`src/wfd_cell.sv`:
```
// One dictionary cell: a stored word and its count, shifted to the neighbor when the ring turns.
module wfd_cell #(
   parameter int KEY_W = 152
) (
   input  logic             clock,
   input  logic             shift,
   input  logic [KEY_W-1:0] key_in,
   input  logic [31:0]      count_in,
   output logic [KEY_W-1:0] key_out,
   output logic [31:0]      count_out
);
   logic [KEY_W-1:0] key_ff;
   logic [31:0]      count_ff;

   always_ff @(posedge clock) begin
      if (shift) begin
         key_ff   <= key_in;
         count_ff <= count_in;
      end
   end

   assign key_out   = key_ff;
   assign count_out = count_ff;
endmodule

```
`config.mk`:
```
export PLATFORM = sky130hd
export DESIGN_NAME = wfd_cell
export DESIGN_NICKNAME = d
export VERILOG_FILES = /design/src/wfd_cell.sv
export SDC_FILE = /design/constraint.sdc
export NUM_CORES = 1
export LEC_CHECK = 0
export CORE_AREA = 2 2 143 145
export CTS_CLUSTER_SIZE = 40
export DETAILED_ROUTE_END_ITERATION = 16
export DIE_AREA = 0 0 145 147
export DONT_BUFFER_PORTS = 1
export GPL_ROUTABILITY_DRIVEN = 0
export HOLD_SLACK_MARGIN = 0.08
export SETUP_SLACK_MARGIN = 0.3
export SLEW_MARGIN = 20
export SYNTH_ARGS = -nofsm -noshare
export SYNTH_HDL_FRONTEND = slang
export SYNTH_SLANG_ARGS = --single-unit
```
`constraint.sdc`:
```
create_clock -name clock -period 0.8 [get_ports clock]
set_input_delay 0.16 -clock clock [delete_from_list [all_inputs] [get_ports clock]]
set_output_delay 0.16 -clock clock [all_outputs]
set_load 0.1 [all_outputs]
```
==> results of run 1 <==
synthesized netlist by cell type:
cell,instances
edfxtp_1,184
power by group through the flow:
stage | combinational [µW] | sequential, µW | clock [µW]
finish | 9190 | 12100 | 8090
global route | 9320 | 12200 | 8720
CTS | 8870 | 12100 | 8340
detailed placement | 8510 | 12300 | 0
global placement | 8480 | 12300 | 0
floorplan | 0 | 17300 | 0
repair_timing:
action,CTS,global route
endpoints found under the hold margin,368,344
setup endpoints to repair,184,248
pin swaps,0,0
hold buffers,88,65
resized for setup,0,64
flip-flops by register name, summed over array words and instances (netlist names):
register,count
key_out,152
count_out,32
cells by family after synthesis:
kind of cell | count (synthesis) | synth area share
flops | 184 | 1.00
per-layer routing:
| metal | vias up | GRT usage | share of wire | wire, µm |
|---|---|---|---|---|
| met5 | - | 0 | 0.00073 | 12 |
| li1 | 1469 | - | - | - |
| met1 | 1603 | 0.131 | 0.33 | 5430 |
| met4 | 2 | 0.0485 | 0.011 | 175 |
| met3 | 12 | 0.0860 | 0.11 | 1770 |
| met2 | 220 | 0.250 | 0.55 | 9020 |
path summary, 6_finish.rpt:
check	from	slack, ns	cells past startpoint	end
setup / recovery	key_out[12]	-0.44	1	key_out[12]
hold / removal	key_in[38]	-0.16	0	key_out[38]
through the flow:
step | setup TNS, ns | cell area, µm² | utilization | hold WS, ns
floorplan | -48.58 | 5530 | - | 0.259
global placement | 0 | 9550 | 0.481 | 0.259
detailed placement | 0 | 9550 | 0.481 | 0.259
CTS | -76.41 | 11000 | 0.554 | -0.191
global route | -79.78 | 11800 | 0.595 | -0.193
finish | -70.82 | 11800 | 0.595 | -0.159
layout make-up:
class | instances | area [µm²]
diodes | 1 | 2.50
clock buffers | 19 | 433
clock inverters | 13 | 138
fillers | 1358 | 8030
flip-flops and latches | 184 | 5530
well taps | 270 | 338
repair buffers | 337 | 5380
==> results.ini, run 1 <==
[outcome]
run_status = finished, violations left
violations = hold timing, setup timing

[synthesis]
yosys.cell_types.count = 1
synth_top_cell_by_area = edfxtp_1
synth_nets = 370
netlist_area_um2 = 5530
synth-seq-cells = 184
netlist_top_cells_area = edfxtp_1 (100%)
seq_area_frac_synth = 1.00
synth_warnings = 0
syn-instance-count = 184
synth_top_area_frac = 1.00
syn_area_per_cell_um2 = 30.0

[final_layout]
drive_above_1_share = 0.387
final_nets = 726
multi_input_cells = 0
multi_input_area_um2 = 0
final_cell_mix = edfxtp_1 (184), buf_12 (184), dlygate4sd3_1 (89), dlymetal6s4s_1 (64), clkbuf_16 (17)
area.growth.synth_to_final_pct = 114
final_cells = 824

[floorplan]
die-area_um2 = 21300
floorplan.initialDensity = 0.278
rows = 52
core_um2 = 19800
io_pins = 370
die_h_um = 147
die_x_um = 145

[run]
cap_viol_max_count = 0

[worst_setup_path]
critical-path-top-delay-family = flip-flops
worstSetupPathType = reg2out
worstPathCellList = buf_12
cp_num_buf_inv = 1
cpPeakStageDelay_ns = 0.46
cp-end-kind = output pin
critPathMaxFanout = 1
critPathSlowestCell = edfxtp_1
cp.arrival_ns = 1.08
required_ns = 0.64
cp-start-kind = flip-flop

[cts]
clockBufferDepth = 2
htree_levels = 4
cts_made_buffers = 17
clock-sinks = 184
cts_tree = built
postCtsSetupRepairBufs = 0
cts.clk_slew.worst_paths_ns = 0.07
root_buffer = clkbuf_16

[timing]
worst-slew-pin-transition_ns = 0.355
fin_crit_ns = 1.24
finalSetupViolCount = 184
drv_slew = 0
period_share = 1.55
max_freq_ghz = 0.809
rsz0062_at_grt = true
final_hold_viol_count = 126
slew_headroom = 0.763
layout_setup_ws_ns = -0.436
whs_ns = -0.159

[routing]
routed_wirelength_mm = 16.4
first_iter_violations = 201
dr.pass1.iters = 4
via_count = 3306
postRouteAntennaNets = 0
post_drt_wl_per_cell_um = 19.9
route.detailed.drc = 0
via_per_inst = 4.01

[power_and_ir_drop]
p_per_area_nw_per_um2 = 2490
clkPwrFrac = 0.275
p_leak_uw = 0.00501
ir_drop_v = 0.00128
combPwrFrac = 0.312
p_seq_frac = 0.413
p_switching_uw = 10200
intPower_uw = 19200
switching_share = 0.348
power_uw = 29400

[global_routing]
first_global_vias = 3340
antenna_found_initial = 2
grt-ovfl-total = 0
grt_max_degree = 185
track_usage = 0.140
grt_pass1_wl_mm = 21.5

[placement]
placedCellCount = 638
io_buffer_count = 0
pre_cts_ws_ns = 0.0248

[min_path]
hp-class = in2reg

(Power assumes the default switching activity.)
==> run 2: changes to the inputs <==
--- a/config.mk
+++ b/config.mk
@@ -13,6 +13,7 @@
 export GPL_ROUTABILITY_DRIVEN = 0
 export HOLD_SLACK_MARGIN = 0.08
 export SETUP_SLACK_MARGIN = 0.3
+export SKIP_CTS_REPAIR_TIMING = 1
 export SLEW_MARGIN = 20
 export SYNTH_ARGS = -nofsm -noshare
 export SYNTH_HDL_FRONTEND = slang
==> run 2 against run 1 <==
Area after synthesis is the same. Synthesized cell count did not move. The flow now stops in 5_1_grt.
==> results.ini, run 2 <==
[floorplan]
die_x_um = 145  ; unchanged
die_h_um = 147  ; unchanged
rows = 52  ; unchanged
io_pins = 370  ; unchanged
floorplan.initialDensity = 0.278  ; unchanged

[outcome]
stop_error = [ERROR RSZ-0060] Max buffer count reached.
run_status = aborted with a tool error  ; was finished, violations left
lastStage = 5_1_grt

[synthesis]
yosys.cell_types.count = 1  ; unchanged
syn_area_per_cell_um2 = 30.0  ; unchanged
async_flop_share = 0  ; unchanged
netlist_top_cells_area = edfxtp_1 (100%)  ; unchanged
synth_common_cells = edfxtp_1 (184)  ; unchanged
netlist_area_um2 = 5530  ; unchanged
synth_warnings = 0  ; unchanged
synth_nets = 370  ; unchanged
seq_area_frac_synth = 1.00  ; unchanged
synth_top_area_frac = 1.00  ; unchanged
synth-seq-cells = 184  ; unchanged
ys.flop_type = edfxtp_1  ; unchanged
synth_top_cell_by_area = edfxtp_1  ; unchanged
synth_edf_count = 184  ; unchanged
syn-instance-count = 184  ; unchanged
yosysMostFrequentCell = edfxtp_1  ; unchanged

[global_routing]
grt_max_degree = 185

[cts]
clock-sinks = 184  ; unchanged
cts_made_buffers = 17  ; unchanged
clockBufferDepth = 2  ; unchanged
htree_levels = 4  ; unchanged
root_buffer = clkbuf_16  ; unchanged

[placement]
placedCellCount = 638  ; unchanged
dpl_cell_area_um2 = 9550  ; unchanged
io_buffer_count = 0  ; unchanged
pre_cts_ws_ns = 0.0248  ; unchanged

[timing]
worstEndpointType = primary output
grt-worst-endpoint = key_out[121]

[run 2: cell counts after synthesis]
Identical to the previous run, type by type.
[run 2: through the flow]
step,utilization,hold slack (ns)
floorplan,-,0.259
CTS,0.510,-0.196
global placement,0.481,0.259
detailed placement,0.481,0.259
[run 2: cells by family after synthesis]
logic type  share of synthesized area
DFF                              1.00
==> run 3: changes to the inputs <==
==> config.mk (replaced) <==
export PLATFORM = sky130hd
export DESIGN_NAME = wfd_cell
export DESIGN_NICKNAME = d
export VERILOG_FILES = /design/src/wfd_cell.sv
export SDC_FILE = /design/constraint.sdc
export NUM_CORES = 1
export LEC_CHECK = 0
export CORE_AREA = 2 2 144 146
export DETAILED_ROUTE_END_ITERATION = 16
export DIE_AREA = 0 0 146 148
export DONT_BUFFER_PORTS = 1
export GPL_ROUTABILITY_DRIVEN = 0
export PLACE_DENSITY_LB_ADDON = 0.15
export SKIP_CTS_REPAIR_TIMING = 1
export SLEW_MARGIN = 20
export SYNTH_ARGS = -nofsm -noshare
export SYNTH_HDL_FRONTEND = slang
export SYNTH_SLANG_ARGS = --single-unit
==> run 3 against run 2 <==
The run again fails in 5_1_grt. Area after synthesis did not move. Synthesized cell count did not move.
==> results.ini, run 3 <==
[placement]
dp_hpwl_mm = 11.4
io_buffer_count = 0  ; unchanged
placedCellCount = 638  ; unchanged

[synthesis]
synth_top_area_frac = 1.00  ; unchanged
syn_area_per_cell_um2 = 30.0  ; unchanged
synth_top_cell_by_area = edfxtp_1  ; unchanged
netlist_top_cells_area = edfxtp_1 (100%)  ; unchanged
netlist_area_um2 = 5530  ; unchanged
seq_area_frac_synth = 1.00  ; unchanged
ys.flop_type = edfxtp_1  ; unchanged
synth_nets = 370  ; unchanged
synth-seq-cells = 184  ; unchanged
syn-instance-count = 184  ; unchanged
yosysMostFrequentCell = edfxtp_1  ; unchanged
synth_warnings = 0  ; unchanged
async_flop_share = 0  ; unchanged
yosys.cell_types.count = 1  ; unchanged
synth_edf_count = 184  ; unchanged
synth_common_cells = edfxtp_1 (184)  ; unchanged

[cts]
cts_made_buffers = 17  ; unchanged
root_buffer = clkbuf_16  ; unchanged
clockBufferDepth = 2  ; unchanged
htree_levels = 4  ; unchanged
clock-sinks = 184  ; unchanged

[floorplan]
rows = 52  ; unchanged
die_h_um = 148  ; was 147 µm
die_x_um = 146  ; was 145 µm
floorplan.initialDensity = 0.276  ; was 0.278
io_pins = 370  ; unchanged

[timing]
grt-worst-endpoint = count_out[17]  ; was key_out[121]
worstEndpointType = primary output  ; unchanged

[global_routing]
grt_max_degree = 185

[outcome]
run_status = aborted with a tool error  ; unchanged
stop_error = [ERROR RSZ-0060] Max buffer count reached.  ; unchanged
lastStage = 5_1_grt  ; unchanged

==> run 3: cell counts after synthesis <==
Identical to the previous run, type by type.
==> run 3: cell families after synthesis <==
kind of cell,count (synthesis),synth area share
flops,184,1.00
==> run 3: per-stage QoR <==
| stage | cell area [µm²] | utilization | setup TNS, ns | setup WS [ns] | hold slack (ns) |
|---|---|---|---|---|---|
| 2_1_floorplan | 5530 | - | -48.58 | -0.264 | 0.259 |
| 3_3_place_gp | 9550 | 0.476 | 0 | 0.00284 | 0.259 |
| 3_5_place_dp | 9550 | 0.476 | -0.000641 | -0.000641 | 0.259 |
| 4_1_cts | 10200 | 0.507 | -75.75 | -0.467 | -0.193 |
